[src/hdl/u8ls_pkg.sv]
`default_nettype none

package u8ls_pkg;

  localparam logic [7:0] ReplByte0 = 8'hEF;
  localparam logic [7:0] ReplByte1 = 8'hBF;
  localparam logic [7:0] ReplByte2 = 8'hBD;

  localparam logic [7:0] Lead2Lo = 8'hC2;
  localparam logic [7:0] Lead2Hi = 8'hDF;
  localparam logic [7:0] Lead3Lo = 8'hE0;
  localparam logic [7:0] Lead3Hi = 8'hEF;
  localparam logic [7:0] Lead4Lo = 8'hF0;
  localparam logic [7:0] Lead4Hi = 8'hF4;
  localparam logic [7:0] LeadSurr = 8'hED;
  localparam logic [7:0] ContMask = 8'hC0;
  localparam logic [7:0] ContTag  = 8'h80;
  localparam logic [7:0] Cont3Min = 8'hA0;
  localparam logic [7:0] Cont4Min = 8'h90;
  localparam logic [7:0] Cont4Max = 8'h8F;

  function automatic logic [2:0] seq_len(input logic [7:0] b);
    logic [2:0] len;
    len = 3'd0;
    if (b >= Lead2Lo && b <= Lead2Hi) len = 3'd2;
    if (b >= Lead3Lo && b <= Lead3Hi) len = 3'd3;
    if (b >= Lead4Lo && b <= Lead4Hi) len = 3'd4;
    return len;
  endfunction

  function automatic logic is_cont(input logic [7:0] b);
    return (b & ContMask) == ContTag;
  endfunction

  function automatic logic [7:0] repl_byte(input logic [1:0] idx);
    logic [7:0] b;
    case (idx)
      2'd0:    b = ReplByte0;
      2'd1:    b = ReplByte1;
      default: b = ReplByte2;
    endcase
    return b;
  endfunction

endpackage

`default_nettype wire

[src/hdl/utf8_lossy_sanitizer.sv]
// Streaming UTF-8 cleaner.
// Input channel: in_byte_i/in_last_i with in_valid_i, held off by in_stall_o.
// Output channel: out_byte_o/out_last_o with out_valid_o, held off by out_stall_i.
// Well-formed UTF-8 passes unchanged; each bad lead byte, broken or out-of-range
// sequence gives one EF BF BD and only the lead byte is dropped. An incomplete
// sequence at in_last gives one replacement and the rest is dropped.
// Multi-byte sequences are held until complete, so an item may give no output.
// One item is taken at a time: in_stall_o stays high from the accept until the
// sequencer has decided every byte in its 4-byte window. The accept, each
// decision and each output byte are separate steps, and output bytes advance only
// while the receiver is not stalling. A worst-case item gives four replacements,
// twelve output bytes. After the accept, the scan state decides the window and the
// emit state loads the output register with the first output byte.
// out_last_o marks the final byte of a stream. A stall freezes the output
// register and the sequencer waits. Reset empties the window and the output
// register; nothing is held.
`default_nettype none

module utf8_lossy_sanitizer (
  input  wire logic       clk_i,
  input  wire logic       rst_ni,
  input  wire logic       in_valid_i,
  output logic            in_stall_o,
  input  wire logic [7:0] in_byte_i,
  input  wire logic       in_last_i,
  output logic            out_valid_o,
  input  wire logic       out_stall_i,
  output logic [7:0]      out_byte_o,
  output logic            out_last_o
);
  import u8ls_pkg::*;

  localparam logic [1:0] StIdle = 2'd0;
  localparam logic [1:0] StScan = 2'd1;
  localparam logic [1:0] StEmit = 2'd2;

  localparam logic ModeCopy = 1'b0;
  localparam logic ModeRepl = 1'b1;

  logic [1:0] state_q, state_d;
  logic [2:0] n_q, n_d;
  logic [1:0] cnt_q, cnt_d;
  logic       last_q, last_d;
  logic [2:0] e_q, e_d;
  logic       mode_q, mode_d;
  logic       drop_q, drop_d;
  logic       out_valid_q, out_valid_d;
  logic [7:0] out_byte_q, out_byte_d;
  logic       out_last_q, out_last_d;
  logic [7:0] win_q [4];
  logic [7:0] win_d [4];

  logic [2:0] len;
  logic       ok;
  logic       slot_free;

  assign slot_free = !out_valid_q || !out_stall_i;
  assign len = seq_len(win_q[0]);

  always_comb begin
    ok = is_cont(win_q[1]);
    if (len >= 3'd3 && !is_cont(win_q[2])) ok = 1'b0;
    if (len == 3'd4 && !is_cont(win_q[3])) ok = 1'b0;
    if (win_q[0] == Lead3Lo && win_q[1] < Cont3Min) ok = 1'b0;
    if (win_q[0] == LeadSurr && win_q[1] >= Cont3Min) ok = 1'b0;
    if (win_q[0] == Lead4Lo && win_q[1] < Cont4Min) ok = 1'b0;
    if (win_q[0] == Lead4Hi && win_q[1] > Cont4Max) ok = 1'b0;
  end

  always_comb begin
    state_d     = state_q;
    n_d         = n_q;
    cnt_d       = cnt_q;
    last_d      = last_q;
    e_d         = e_q;
    mode_d      = mode_q;
    drop_d      = drop_q;
    out_valid_d = out_valid_q && out_stall_i;
    out_byte_d  = out_byte_q;
    out_last_d  = out_last_q;
    win_d       = win_q;

    case (state_q)
      StIdle: begin
        if (in_valid_i) begin
          win_d[cnt_q] = in_byte_i;
          n_d          = {1'b0, cnt_q} + 3'd1;
          last_d       = in_last_i;
          state_d      = StScan;
        end
      end
      StScan: begin
        if (n_q == 3'd0) begin
          cnt_d   = 2'd0;
          state_d = StIdle;
        end else if (!win_q[0][7]) begin
          mode_d  = ModeCopy;
          e_d     = 3'd1;
          state_d = StEmit;
        end else if (len == 3'd0) begin
          mode_d  = ModeRepl;
          drop_d  = 1'b0;
          e_d     = 3'd0;
          state_d = StEmit;
        end else if (n_q < len) begin
          if (last_q) begin
            mode_d  = ModeRepl;
            drop_d  = 1'b1;
            e_d     = 3'd0;
            state_d = StEmit;
          end else begin
            cnt_d   = n_q[1:0];
            state_d = StIdle;
          end
        end else if (ok) begin
          mode_d  = ModeCopy;
          e_d     = len;
          state_d = StEmit;
        end else begin
          mode_d  = ModeRepl;
          drop_d  = 1'b0;
          e_d     = 3'd0;
          state_d = StEmit;
        end
      end
      StEmit: begin
        if (slot_free) begin
          out_valid_d = 1'b1;
          if (mode_q == ModeCopy) begin
            out_byte_d = win_q[0];
            out_last_d = last_q && e_q == 3'd1 && n_q == 3'd1;
            win_d[0]   = win_q[1];
            win_d[1]   = win_q[2];
            win_d[2]   = win_q[3];
            n_d        = n_q - 3'd1;
            e_d        = e_q - 3'd1;
            if (e_q == 3'd1) state_d = StScan;
          end else begin
            out_byte_d = repl_byte(e_q[1:0]);
            out_last_d = 1'b0;
            if (e_q == 3'd2) begin
              out_last_d = last_q && (drop_q || n_q == 3'd1);
              if (drop_q) begin
                n_d = 3'd0;
              end else begin
                win_d[0] = win_q[1];
                win_d[1] = win_q[2];
                win_d[2] = win_q[3];
                n_d      = n_q - 3'd1;
              end
              state_d = StScan;
            end else begin
              e_d = e_q + 3'd1;
            end
          end
        end
      end
      default: state_d = StIdle;
    endcase
  end

  always_ff @(posedge clk_i or negedge rst_ni) begin
    if (!rst_ni) begin
      state_q     <= StIdle;
      n_q         <= 3'd0;
      cnt_q       <= 2'd0;
      last_q      <= 1'b0;
      e_q         <= 3'd0;
      mode_q      <= ModeCopy;
      drop_q      <= 1'b0;
      out_valid_q <= 1'b0;
    end else begin
      state_q     <= state_d;
      n_q         <= n_d;
      cnt_q       <= cnt_d;
      last_q      <= last_d;
      e_q         <= e_d;
      mode_q      <= mode_d;
      drop_q      <= drop_d;
      out_valid_q <= out_valid_d;
    end
  end

  always_ff @(posedge clk_i) begin
    win_q      <= win_d;
    out_byte_q <= out_byte_d;
    out_last_q <= out_last_d;
  end

  assign in_stall_o  = state_q != StIdle;
  assign out_valid_o = out_valid_q;
  assign out_byte_o  = out_byte_q;
  assign out_last_o  = out_last_q;

`ifndef SYNTHESIS
  a_emit_nonempty: assert property (@(posedge clk_i) disable iff (!rst_ni)
    state_q == StEmit |-> n_q != 3'd0)
    else $error("emitting from an empty window");

  a_held_is_lead: assert property (@(posedge clk_i) disable iff (!rst_ni)
    (state_q == StIdle && cnt_q != 2'd0) |-> seq_len(win_q[0]) > {1'b0, cnt_q})
    else $error("held bytes are not an unfinished sequence");

  a_copy_fits: assert property (@(posedge clk_i) disable iff (!rst_ni)
    (state_q == StEmit && mode_q == ModeCopy) |-> (e_q != 3'd0 && e_q <= n_q))
    else $error("copy runs past the window");

  a_last_ends_stream: assert property (@(posedge clk_i) disable iff (!rst_ni)
    (slot_free && out_valid_d && out_last_d) |=> (state_q == StScan && n_q == 3'd0))
    else $error("last marker before the window is spent");
`endif

endmodule

`default_nettype wire

[config.mk]
export PLATFORM = sky130hd
export DESIGN_NAME = utf8_lossy_sanitizer
export DESIGN_NICKNAME = d
export VERILOG_FILES = /design/src/hdl/u8ls_pkg.sv /design/src/hdl/utf8_lossy_sanitizer.sv
export SDC_FILE = /design/constraint.sdc
export NUM_CORES = 1
export LEC_CHECK = 0
export CORE_MARGIN = 4
export CORE_UTILIZATION = 35
export DETAILED_ROUTE_END_ITERATION = 10
export DONT_BUFFER_PORTS = 1
export PLACE_DENSITY = 0.5
export SLEW_MARGIN = 10
export SYNTH_ARGS = -nofsm -noshare
export SYNTH_HDL_FRONTEND = slang
export SYNTH_SLANG_ARGS = --single-unit
[constraint.sdc]
create_clock -name clk_i -period 3.8 [get_ports clk_i]
set_clock_uncertainty 0.05 [all_clocks]
set_input_delay 0.38 -clock clk_i [delete_from_list [all_inputs] [get_ports clk_i]]
set_output_delay 0.38 -clock clk_i [all_outputs]
set_load 0.02 [all_outputs]
# Yosys cells after proc, flatten, opt, wreduce, memory -nomap -nowiden

Index checks and enable logic that the tools add are counted.

Bits in registers: 55
Latch bits: 0
Memory bits (writable): 0
ROM bits: 0
Bits of input ports: 13
Output and inout bits: 11
Word-level logic and storage cells: 163
Memories: 0

Add/sub/neg operators: 4
Multiply operators: 0
Div/mod/pow operators: 0
Magnitude comparators: 14
Equal/unequal tests: 27
Shifts and indexed selects: 0
Muxes and demuxes: 64
Bitwise operators: 2
Reductions and logical operators: 38

Operators by type and width:

| kind                                                  | count |
|---|---|
| 2-to-1 mux 24 bit                                     | 4 |
| case mux 24 bit (2 select lines)                      | 1 |
| 2-to-1 mux 3 bit                                      | 15 |
| 2-to-1 mux 2 bit                                      | 17 |
| bitwise mux 32 bit                                    | 1 |
| equality test 8 bit, second input constant            | 4 |
| >= comparator 8 bit, second input constant            | 4 |
| 2-to-1 mux 32 bit                                     | 1 |
| less-or-equal comparator 8 bit, second input constant | 3 |
| AND reduction 5 bit                                   | 4 |
| 2-to-1 mux 1 bit                                      | 18 |
| demux 8 bit (select 2 bit)                            | 1 |
| < comparator 8 bit, second input constant             | 2 |
| 2-to-1 mux 8 bit                                      | 2 |
| != test 3 bit, second input constant                  | 5 |
| logical AND 1 bit                                     | 14 |
| case mux 7 bit (2 select lines)                       | 1 |
| case mux 3 bit (2 select lines)                       | 2 |
| nonzero test 2 bit                                    | 5 |
| equality test 2 bit, second input constant            | 4 |
| greater-than comparator 8 bit, second input constant  | 1 |
| != test 2 bit, second input constant                  | 4 |
| AND reduction 4 bit                                   | 2 |
| equality test 3 x 1 -> 1 bit, second input constant   | 2 |
| 23 further kinds                                      | 32 |

# Depth between registers and ports, before layout

Gate-level depths: netlist of the first run.

Depth after elaboration: 19
Depth in mapped cells: 11
Mapped depth without buffers: 11

# Least setup slack after synthesis of the first run

OpenSTA, ideal clock, no wires.

Path type: register to register
Start: register win_q[28] (netlist name)
End: register drop_q
Arrival: 2,798 ps
Data required time: 3,622 ps
Slack: 824 ps
Cell stages (with the launch flop): 11
Clock period less this slack: 2,976 ps
Cell sequence: edfxtp_1 -> or4_1 -> o211ai_2 -> nand2b_1 -> ha_1 -> o21ai_0 -> a32oi_1 -> a2111oi_2 -> or2_4 -> a211oi_4 -> mux2_1

Longest elaborated chain between the ends: 15
Elaborated cells between the ends (all ways): 37
Classes of those cells: order compare: 8; eq/ne: 7; mux: 11; reduce/logical: 11

RTL lines:

| what                                                                         | RTL line                    | RTL |
|---|---|---|
| start: declaration                                                           | utf8_lossy_sanitizer.sv:50  | `logic [7:0] win_q [4];` |
| start signal: assignment                                                     | utf8_lossy_sanitizer.sv:185 | `win_q <= win_d;` |
| >= comparator 8 bit / less-or-equal comparator 8 bit (equally long branches) | u8ls_pkg.sv:25              | `if (b >= Lead2Lo && b <= Lead2Hi) len = 3'd2;` |
| logical AND 1 bit                                                            | u8ls_pkg.sv:25              |  |
| 2-to-1 mux 2 bit                                                             | u8ls_pkg.sv:25              |  |
| 2-to-1 mux 2 bit                                                             | u8ls_pkg.sv:26              | `if (b >= Lead3Lo && b <= Lead3Hi) len = 3'd3;` |
| 2-to-1 mux 3 bit                                                             | u8ls_pkg.sv:27              | `if (b >= Lead4Lo && b <= Lead4Hi) len = 3'd4;` |
| >= comparator 3 x 2 -> 1 bit                                                 | utf8_lossy_sanitizer.sv:62  | `if (len >= 3'd3 && !is_cont(win_q[2])) ok = 1'b0;` |
| logical AND 1 bit                                                            | utf8_lossy_sanitizer.sv:62  |  |
| 2-to-1 mux 1 bit                                                             | utf8_lossy_sanitizer.sv:62  |  |
| 2-to-1 mux 1 bit                                                             | utf8_lossy_sanitizer.sv:63  | `if (len == 3'd4 && !is_cont(win_q[3])) ok = 1'b0;` |
| 2-to-1 mux 1 bit                                                             | utf8_lossy_sanitizer.sv:64  | `if (win_q[0] == Lead3Lo && win_q[1] < Cont3Min) ok = 1'b0;` |
| 2-to-1 mux 1 bit                                                             | utf8_lossy_sanitizer.sv:65  | `if (win_q[0] == LeadSurr && win_q[1] >= Cont3Min) ok = 1'b0;` |
| 2-to-1 mux 1 bit                                                             | utf8_lossy_sanitizer.sv:66  | `if (win_q[0] == Lead4Lo && win_q[1] < Cont4Min) ok = 1'b0;` |
| 2-to-1 mux 1 bit                                                             | utf8_lossy_sanitizer.sv:67  | `if (win_q[0] == Lead4Hi && win_q[1] > Cont4Max) ok = 1'b0;` |
| != test 3 x 1 -> 1 bit (no line)                                             | n/a                         |  |
| AND reduction 5 bit (no line)                                                | n/a                         |  |
| end signal: assignment                                                       | utf8_lossy_sanitizer.sv:179 | `drop_q <= drop_d;` |
| end: declaration                                                             | utf8_lossy_sanitizer.sv:46  | `logic drop_q, drop_d;` |

Several ways; a longest one is shown, not always the timed one.
A chain may end at the register's enable or synchronous reset.

# Worst setup path in the final report of the first run

Ends and elaborated chain as after synthesis.

==> impl_metrics.yaml, run 1 <==
outcome:
  status: "complete, no violations"
critical_path:
  crit_slowest_cell: "or4_1"
  rr_endpoint: "drop_q"
  crit_path_start_kind: "flop"
  endpoint_kind: "flop"
  cp_top_family: "compound AO/OA/AOI/OAI gates"
  critPathLaunch: "win_q[28]"
  crit_chain: "or4_1, o211ai_2, nand2b_1, ha_1, o21ai_0, a32oi_1, a2111oi_2, or2_4, a211oi_4, mux2_1"
  r2r_start: "win_q[28]"
  reg2reg_depth: 10
  cp-endpoint: "drop_q"
  crit_path_max_fanout: 8
  worstPathArrival_ps: 3370
  cp_slowest_stage_delay_ps: 570
  cp.required_ps: 3970
  critical_path_depth: 10
  worstSetupPathType: "reg -> reg"
  cp_num_buf_inv: 0
  regToRegSetupSlack_ps: 590
timing:
  post-route-period-util: 0.844
  worst_slack_ps: 593
  slew_headroom: 0.422
  fmax_mhz: 312
  worst_slew_pin_slew_ps: 867
  setup_violations: 0
  finalSetupTns_ps: 0
  rsz0062_at_grt: "false"
  hold_viol: 0
  slew_violations: 0
  fin_crit_ps: 3210
floorplanning:
  die-area_um2: 9520
  start_util: 0.362
  rows: 32
  coreArea_um2: 7770
  dieHeight_um: 97.6
  die_x_um: 97.6
  pin_count: 24
route:
  first_pass_iters: 4
  wl_um: 5500
  via_per_inst: 5.21
  drc: 0
  routed-via-count: 1770
  ant_nets: 0
  drt_iter0_drc: 87
  wl_per_cell_um: 16.2
logic_synthesis:
  yosys_register_bits: 55
  yosysTopAreaCell: "edfxtp_1"
  yosysWarnings: 0
  synth_fp_nets: 265
  seq_area_frac_synth: 0.563
  syn_area_per_cell_um2: 11.8
  async_flop_share: 0.255
  synth_area_leaders: "edfxtp_1 (44%), dfrtp_1 (12%), a22o_1 (8.4%)"
  yosysMostFrequentCell: "edfxtp_1"
  synthCells: 238
  yosysTopAreaCellShare: 0.438
  synth_area_um2: 2810
  synth_cell_types: 47
  synth_edf_count: 41
  yosys-top-cells-count: "edfxtp_1 (41), a22o_1 (27), nand2_1 (19)"
  synth_flop_cell: "edfxtp_1"
cells_and_area:
  drive_above_1_share: 0.0882
  n_antenna_cell: 0
  fin_nets: 264
  syn2layout_area_growth_pct: 7.53
  finalNonFillerCells: 340
grt:
  overflow: 0
  grt_pass1_vias: 1752
  grt_max_degree: 31
  track_usage: 0.121
  grt_pass1_wl_um: 9260
  antenna_found_initial: 0
place:
  placed_cells: 331
  dpl.hpwl_um: 4150
  io_buffers: 0
  pre_cts_ws_ps: 590
  routabilityCongestion: 0.797
cts:
  cts_root_buf: "clkbuf_8"
  clk_path_buf_depth: 2
  cts_tree: "yes"
  clkTransAtPathRegs_ps: 120
  cts_setup_buffers: 0
  clk_latency_ps: 320
  cts_buffers: 5
  htreeDepth: 2
  cts_sinks: 55
power_and_ir_drop:
  ir_drop_v: 0.000242
  p_leak_nw: 1.14
  power_density_nw_per_um2: 780
  power.total_mw: 2.36
min_path:
  worstHoldPathType: "in -> reg"
job:
  max_cap_viol_count: 0
==> per-layer routing <==
layer / track usage / vias to the layer above / share of wire
met3: 0.0366 / 4 / 0.036
met1: 0.172 / 846 / 0.50
li1: - / 888 / -
met5: 0 / - / 0
met2: 0.176 / 32 / 0.45
met4: 0.0383 / 0 / 0.011
==> through the flow <==
step            util  instance area [um2]  hold slack [ps]
4_1_cts        0.389                 3020             92.5
3_5_place_dp   0.374                 2910             35.2
5_1_grt        0.389                 3020             71.0
2_1_floorplan      -                 2810             34.4
3_3_place_gp   0.374                 2910             35.0
6_report       0.389                 3020             99.9
==> logic make-up after synthesis <==
| family | after synthesis | synth area share |
|---|---|---|
| flip-flops | 55 | 0.563 |
| XOR/XNOR | 2 | 0.00624 |
| multiplexers | 4 | 0.0156 |
| AO/OA/AOI/OAI | 71 | 0.195 |
| adder cells (fa/ha/maj) | 14 | 0.0624 |
| buffers and inverters | 24 | 0.0325 |
| AND/OR/NAND/NOR | 68 | 0.126 |
==> worst register-to-register path, delay by kind of cell, from the launching register on <==
| family | cells | cell delay, ps |
|---|---|---|
| DFF | 1 | 500 |
| muxes | 1 | 320 |
| and+or+nand+nor | 3 | 960 |
| adders and majority gates | 1 | 220 |
| AOI/OAI and AO/OA | 5 | 1060 |
==> layout by cell type, fill, tap and decap left out, types with 2 or more instances in the layout <==
master,instances
inv_1,14
o31ai_1,2
a21oi_1,9
nor2b_1,4
or2_2,5
nand2_1,19
a22o_1,27
o21ai_0,12
a211oi_1,2
nand2b_1,6
nand3_1,4
mux2_2,2
o21a_1,3
and3_1,6
nor2_1,9
edfxtp_1,41
clkbuf_8,5
a21o_1,2
dfrtp_1,14
nor3_1,6
and2_1,2
a32oi_1,2
ha_1,14
==> worst min path at each step <==
stage,start,end,cells past startpoint
2_1_floorplan,rst_ni,cnt_q[0],0
3_3_place_gp,rst_ni,n_q[0],0
4_1_cts,in_byte_i[1],win_q[1],0
3_5_place_dp,rst_ni,n_q[2],0
6_report,in_byte_i[4],win_q[4],0
5_1_grt,in_byte_i[4],win_q[4],0
==> final cells by class <==
type	instances	area (um2)
clock inverter	3	33.8
fill	764	4750
inverter	14	52.6
tap	102	128
timing repair buffer	2	17.5
clock buffer	5	68.8
sequential	55	1580
multi-input combinational	159	1140
==> repair_timing <==
action | in CTS | in global routing
hold buffers | 1 | 0
hold endpoints to repair | 14 | 0
resized for setup | 0 | 0
==> report_power, final <==
part           internal, mW  switching [mW]
Sequential            0.920           0.230
Combinational         0.344           0.507
Clock                 0.139           0.216
==> registers in the layout, indices dropped and copies added, names as in the netlist <==
name         flops
n_q              3
out_valid_o      1
last_q           1
mode_q           1
win_q           32
out_byte_o       8
drop_q           1
out_last_o       1
state_q          2
cnt_q            2
e_q              3
Note: power is estimated with default switching activity, not from simulation.
==> inputs of run 2 (changes only) <==
--- a/config.mk
+++ b/config.mk
@@ -5,11 +5,12 @@
 export SDC_FILE = /design/constraint.sdc
 export NUM_CORES = 1
 export LEC_CHECK = 0
+export ABC_AREA = 1
 export CORE_MARGIN = 4
 export CORE_UTILIZATION = 35
 export DETAILED_ROUTE_END_ITERATION = 10
 export DONT_BUFFER_PORTS = 1
-export PLACE_DENSITY = 0.5
+export PLACE_DENSITY = 0.52
 export SLEW_MARGIN = 10
 export SYNTH_ARGS = -nofsm -noshare
 export SYNTH_HDL_FRONTEND = slang
==> constraint.sdc (replaced) <==
create_clock -name clk_i -period 2.6 [get_ports clk_i]
set_clock_uncertainty 0.05 [all_clocks]
set_input_delay 0.26 -clock clk_i [delete_from_list [all_inputs] [get_ports clk_i]]
set_output_delay 0.26 -clock clk_i [all_outputs]
set_load 0.02 [all_outputs]
==> run 2 against run 1 <==
Effect of this change: register-to-register slack worse by 230 ps; cell count is 17% higher; final area is 4.6% higher; routed wire length is 5.3% higher; maximum frequency is 43% higher; synthesized area is 1.7% higher; count of clock-buffer cells in the layout stayed put; flip-flop and latch count stayed put; highest routed layer unchanged; combinational power is 53% higher; hold slack worse by 72 ps; synthesized cell count is 19% higher.
==> impl_metrics.yaml, run 2 <==
outcome:
  status: "complete, no violations"
cts:
  cts_setup_buffers: 0
  htreeDepth: 2
  clk_path_buf_depth: 2
  cts_buffers: 5
  holdBufCountCts: 9
  cts_sinks: 55
  clk_latency_ps: 310
  clkTransAtPathRegs_ps: 100
  cts_root_buf: "clkbuf_8"
  cts_resized: 0
  cts_tree: "yes"
cells_and_area:
  mostFrequentLayoutCells: "nand2_1 (48), edfxtp_1 (41), inv_1 (32), nor2_1 (24), a32o_1 (19)"
  syn2layout_area_growth_pct: 10.6
  largest_register_ffs: 32
  design_area_um2: 3160
  n_antenna_cell: 0
  nFillCells: 781
  final_common_cell: "nand2_1"
  finalNonFillerCells: 397
  fin_nets: 321
  fin_util: 0.402
  regMostFlops: "win_q"
  drive_above_1_share: 0.108
place:
  routabilityCongestion: 0.804
  placed_cells: 380
  placed_area_um2: 2980
  pre_cts_ws_ps: 419
  io_buffers: 0
  dpl.hpwl_um: 4260
floorplanning:
  rows: 32
  coreArea_um2: 7850
  dieHeight_um: 98.3
  pin_count: 24
  die-area_um2: 9670
  start_util: 0.364
  die_x_um: 98.3
timing:
  post-route-period-util: 0.860
  hold_viol: 0
  finalSetupTns_ps: 0
  rsz0062_at_grt: "false"
  fin_hold_ws_ps: 27.6
  fmax_mhz: 447
  worst_slack_ps: 365
  slew_headroom: 0.535
  fin_crit_ps: 2240
  slew_violations: 0
  setup_violations: 0
  worst_slew_pin_slew_ps: 696
logic_synthesis:
  synthCells: 284
  synth_cell_types: 28
  synth_fp_nets: 311
  synth_flop_cell: "edfxtp_1"
  yosys-top-cells-count: "nand2_1 (48), edfxtp_1 (41), inv_1 (32), nor2_1 (24), a32o_1 (19)"
  syn_area_per_cell_um2: 10.1
  synth_area_um2: 2860
  synth_area_leaders: "edfxtp_1 (43%), dfrtp_1 (12%), a32o_1 (6.7%)"
  async_flop_share: 0.255
  synth_edf_count: 41
  yosysWarnings: 0
  yosysTopAreaCell: "edfxtp_1"
  yosys_register_bits: 55
  yosysMostFrequentCell: "nand2_1"
  yosysTopAreaCellShare: 0.431
  seq_area_frac_synth: 0.554
power_and_ir_drop:
  p_leak_nw: 1.28
  power_density_nw_per_um2: 1060
  power.total_mw: 3.35
  ir_drop_v: 0.000411
critical_path:
  cp_slowest_stage_delay_ps: 470
  cp_top_family: "simple AND/OR/NAND/NOR gates"
  worstPathArrival_ps: 2380
  crit_path_max_fanout: 4
  crit_path_start_kind: "flop"
  worstSetupPathType: "reg -> reg"
  endpoint_kind: "flop"
  crit_chain: "nand2_2, nor2_1, nand2_2, ha_1, a21oi_1, nand2_4, nor2_4, nand2_4, a21oi_1, o21ai_0"
  cp.required_ps: 2750
  crit_slowest_cell: "edfxtp_1"
  cp_num_buf_inv: 0
min_path:
  worstHoldPathType: "in -> reg"
route:
  drt_iter0_drc: 104
  routed-via-count: 1972
  via_per_inst: 4.97
  drc: 0
  first_pass_iters: 4
  wl_um: 5790
  ant_nets: 0
  wl_per_cell_um: 14.6
grt:
  antenna_found_initial: 0
  track_usage: 0.129
  overflow: 0
  grt_max_degree: 26
  grt_pass1_wl_um: 10200
  grt_pass1_vias: 1935
job:
  max_cap_viol_count: 0
run 2: changes by cell type after synthesis, moves of 5 or more:
cell,before,now
a22o_1,27,0
a32o_1,0,19
and3_1,6,0
inv_1,14,32
inv_2,0,5
nand2_1,19,48
nand2b_1,6,0
nand3_1,4,18
nor2_1,9,24
nor2b_1,5,0
nor3_1,6,1
o21ai_0,12,18
o21ai_1,0,7
run 2: per-layer routing:
metal,part of all wire,vias up,track usage
met5,0,-,0
met4,0.014,0,0.0452
met3,0.045,6,0.0257
met2,0.44,53,0.187
met1,0.50,910,0.191
li1,-,1003,-
run 2: area by class of cell:
class	count	area (um2)	share of cell area
well taps	102	128	0.0404
inverters	38	144	0.0456
flip-flops and latches	55	1580	0.501
clock buffers	5	68.8	0.0218
multi-input cells	181	1090	0.346
clock inverters	3	22.5	0.00713
repair buffers	13	120	0.0380
run 2: path summary, 6_finish.rpt:
kind	cells after the start	end	start	slack [ps]
min in group asynchronous	1	n_q[0]	rst_ni	380
max in group asynchronous	1	e_q[2]	rst_ni	1680
worst max-delay path	10	cnt_q[0]	win_q[31]	360
worst min-delay path	2	last_q	in_last_i	30
worst max register to register	10	cnt_q[0]	win_q[31]	360
worst min register to register	2	drop_q	drop_q	490
run 2: cells by family after synthesis:
group | share of synthesized area
and+or+nand+nor | 0.180
AOI/OAI and AO/OA | 0.141
DFF | 0.554
buffers and inverters | 0.0635
adders and majority gates | 0.0613
run 2: power breakdown:
part           leakage, nW  internal, mW  switching (mW)
clock network       0.0485         0.194           0.300
logic                0.664         0.422           0.877
registers            0.571          1.32           0.238
total                 1.28          1.93            1.42
==> inputs of run 3 (changes only) <==
--- a/config.mk
+++ b/config.mk
@@ -10,7 +10,6 @@
 export CORE_UTILIZATION = 35
 export DETAILED_ROUTE_END_ITERATION = 10
 export DONT_BUFFER_PORTS = 1
-export PLACE_DENSITY = 0.52
 export SLEW_MARGIN = 10
 export SYNTH_ARGS = -nofsm -noshare
 export SYNTH_HDL_FRONTEND = slang
==> run 3 against run 2 <==
Effect of this change: die area stayed put; critical endpoint is now cnt_q[1]; core utilization up 0.064 points; first-iteration DRC count down 8.7%; clock power is 3% higher; power increased by 0.52%.
==> impl_metrics.yaml, run 3 (synthesis gave the netlist of run 2 again) <==
outcome:
  status: "complete, no violations"
critical_path:
  endpoint_kind: "flop"
  regToRegSetupSlack_ps: 400
  rr_endpoint: "cnt_q[1]"
  crit_path_start_kind: "flop"
  worstSetupPathType: "reg -> reg"
  cp.required_ps: 2740
  worstPathArrival_ps: 2330
  crit_path_max_fanout: 4
  reg2reg_depth: 10
  r2r_start: "win_q[31]"
timing:
  fin_crit_ps: 2200
  post-route-period-util: 0.845
  worst_slack_ps: 404
  fmax_mhz: 455
  slew_headroom: 0.537
  fin_hold_ws_ps: 31.1
  slew_violations: 0
  setup_violations: 0
  rsz0062_at_grt: "false"
  finalSetupTns_ps: 0
  hold_viol: 0
  worst_slew_pin_slew_ps: 692
place:
  io_buffers: 0
  pre_cts_ws_ps: 413
  routabilityCongestion: 0.860
  dpl.hpwl_um: 4180
  placed_area_um2: 2980
  placed_cells: 380
route:
  drt_iter0_drc: 95
  first_pass_iters: 5
  drc: 0
  routed-via-count: 1999
  wl_um: 5660
  via_per_inst: 5.04
  ant_nets: 0
  wl_per_cell_um: 14.2
min_path:
  worstHoldPathType: "in -> reg"
  whs_endpoint: "last_q"
  hold_depth: 2
  holdCritStartpoint: "in_last_i"
cells_and_area:
  design_area_um2: 3160
  largest_register_ffs: 32
  drive_above_1_share: 0.108
  syn2layout_area_growth_pct: 10.7
  nFillCells: 779
  regArea_um2: 1580
  fin_nets: 321
  multi_input_area_um2: 1090
  fin_util: 0.403
  n_antenna_cell: 0
  regMostFlops: "win_q"
  mostFrequentLayoutCells: "nand2_1 (48), edfxtp_1 (41), inv_1 (32), nor2_1 (24), a32o_1 (19)"
  finalNonFillerCells: 397
  final_common_cell: "nand2_1"
floorplanning:
  dieHeight_um: 98.3
  die-area_um2: 9670
  coreArea_um2: 7850
  start_util: 0.364
  die_x_um: 98.3
  rows: 32
  pin_count: 24
power_and_ir_drop:
  netSwitchingPower_mw: 1.43
  power_frac_clock: 0.151
  switching_share: 0.423
  power_density_nw_per_um2: 1060
  power.share.combinational: 0.386
  p_leak_nw: 1.28
  power.total_mw: 3.37
  p_int_mw: 1.94
  ir_drop_v: 0.000306
  power_frac_seq: 0.463
cts:
  clk_path_buf_depth: 2
  holdBufCountCts: 9
  cts_sinks: 55
  cts_resized: 0
  cts_setup_buffers: 0
  cts_root_buf: "clkbuf_8"
  clk_latency_ps: 310
  cts_tree: "yes"
  clkTransAtPathRegs_ps: 100
  cts_buffers: 5
  htreeDepth: 2
grt:
  antenna_found_initial: 0
  grt_pass1_vias: 1994
  track_usage: 0.123
  overflow: 0
  grt_pass1_wl_um: 9820
  grt_max_degree: 26
job:
  max_cap_viol_count: 0
-- run 3: cell types whose count changed in the layout (fill, tap and decap cells not counted), sizes merged --
cell and delta:
inv +1, clkinv -2, clkinvlp +1
-- run 3: worst max path at each step --
stage	endpoint	startpoint
6_report	cnt_q[1]	win_q[31]
5_1_grt	cnt_q[1]	win_q[31]
4_1_cts	cnt_q[1]	win_q[31]
3_5_place_dp	cnt_q[1]	win_q[31]
3_3_place_gp	cnt_q[0]	win_q[31]
2_1_floorplan	e_q[0]	win_q[26]
-- run 3: area by class of cell --
class	instances	area share
flip-flops and latches	55	0.500
multi-input cells	181	0.346
inverters	38	0.0455
well taps	102	0.0403
repair buffers	13	0.0380
clock buffers	5	0.0218
clock inverters	3	0.00870
-- run 3: worst max-delay path: stages (launching register included) --
cell	delay [ps]
edfxtp_1	470
nand2_2	100
nor2_1	230
nand2_2	100
ha_1	290
a21oi_1	230
nand2_4	100
nor2_4	120
nand2_4	90
a21oi_1	180
o21ai_0	120
-- run 3: power groups by stage --
stage | combinational, mW | clock [mW] | sequential [mW]
after floorplan | 1.02 | 0 | 1.51
after global placement | 1.26 | 0 | 1.57
after detailed placement | 1.29 | 0 | 1.58
after CTS | 1.31 | 0.529 | 1.56
after global routing | 1.50 | 0.569 | 1.59
final | 1.30 | 0.509 | 1.56
-- run 3: per-layer routing --
metal | track usage | part of all wire | up-vias
met1 | 0.176 | 0.50 | 947
met5 | 0 | 0 | -
met3 | 0.0293 | 0.040 | 2
met4 | 0.0326 | 0.0042 | 0
li1 | - | - | 1006
met2 | 0.188 | 0.46 | 44
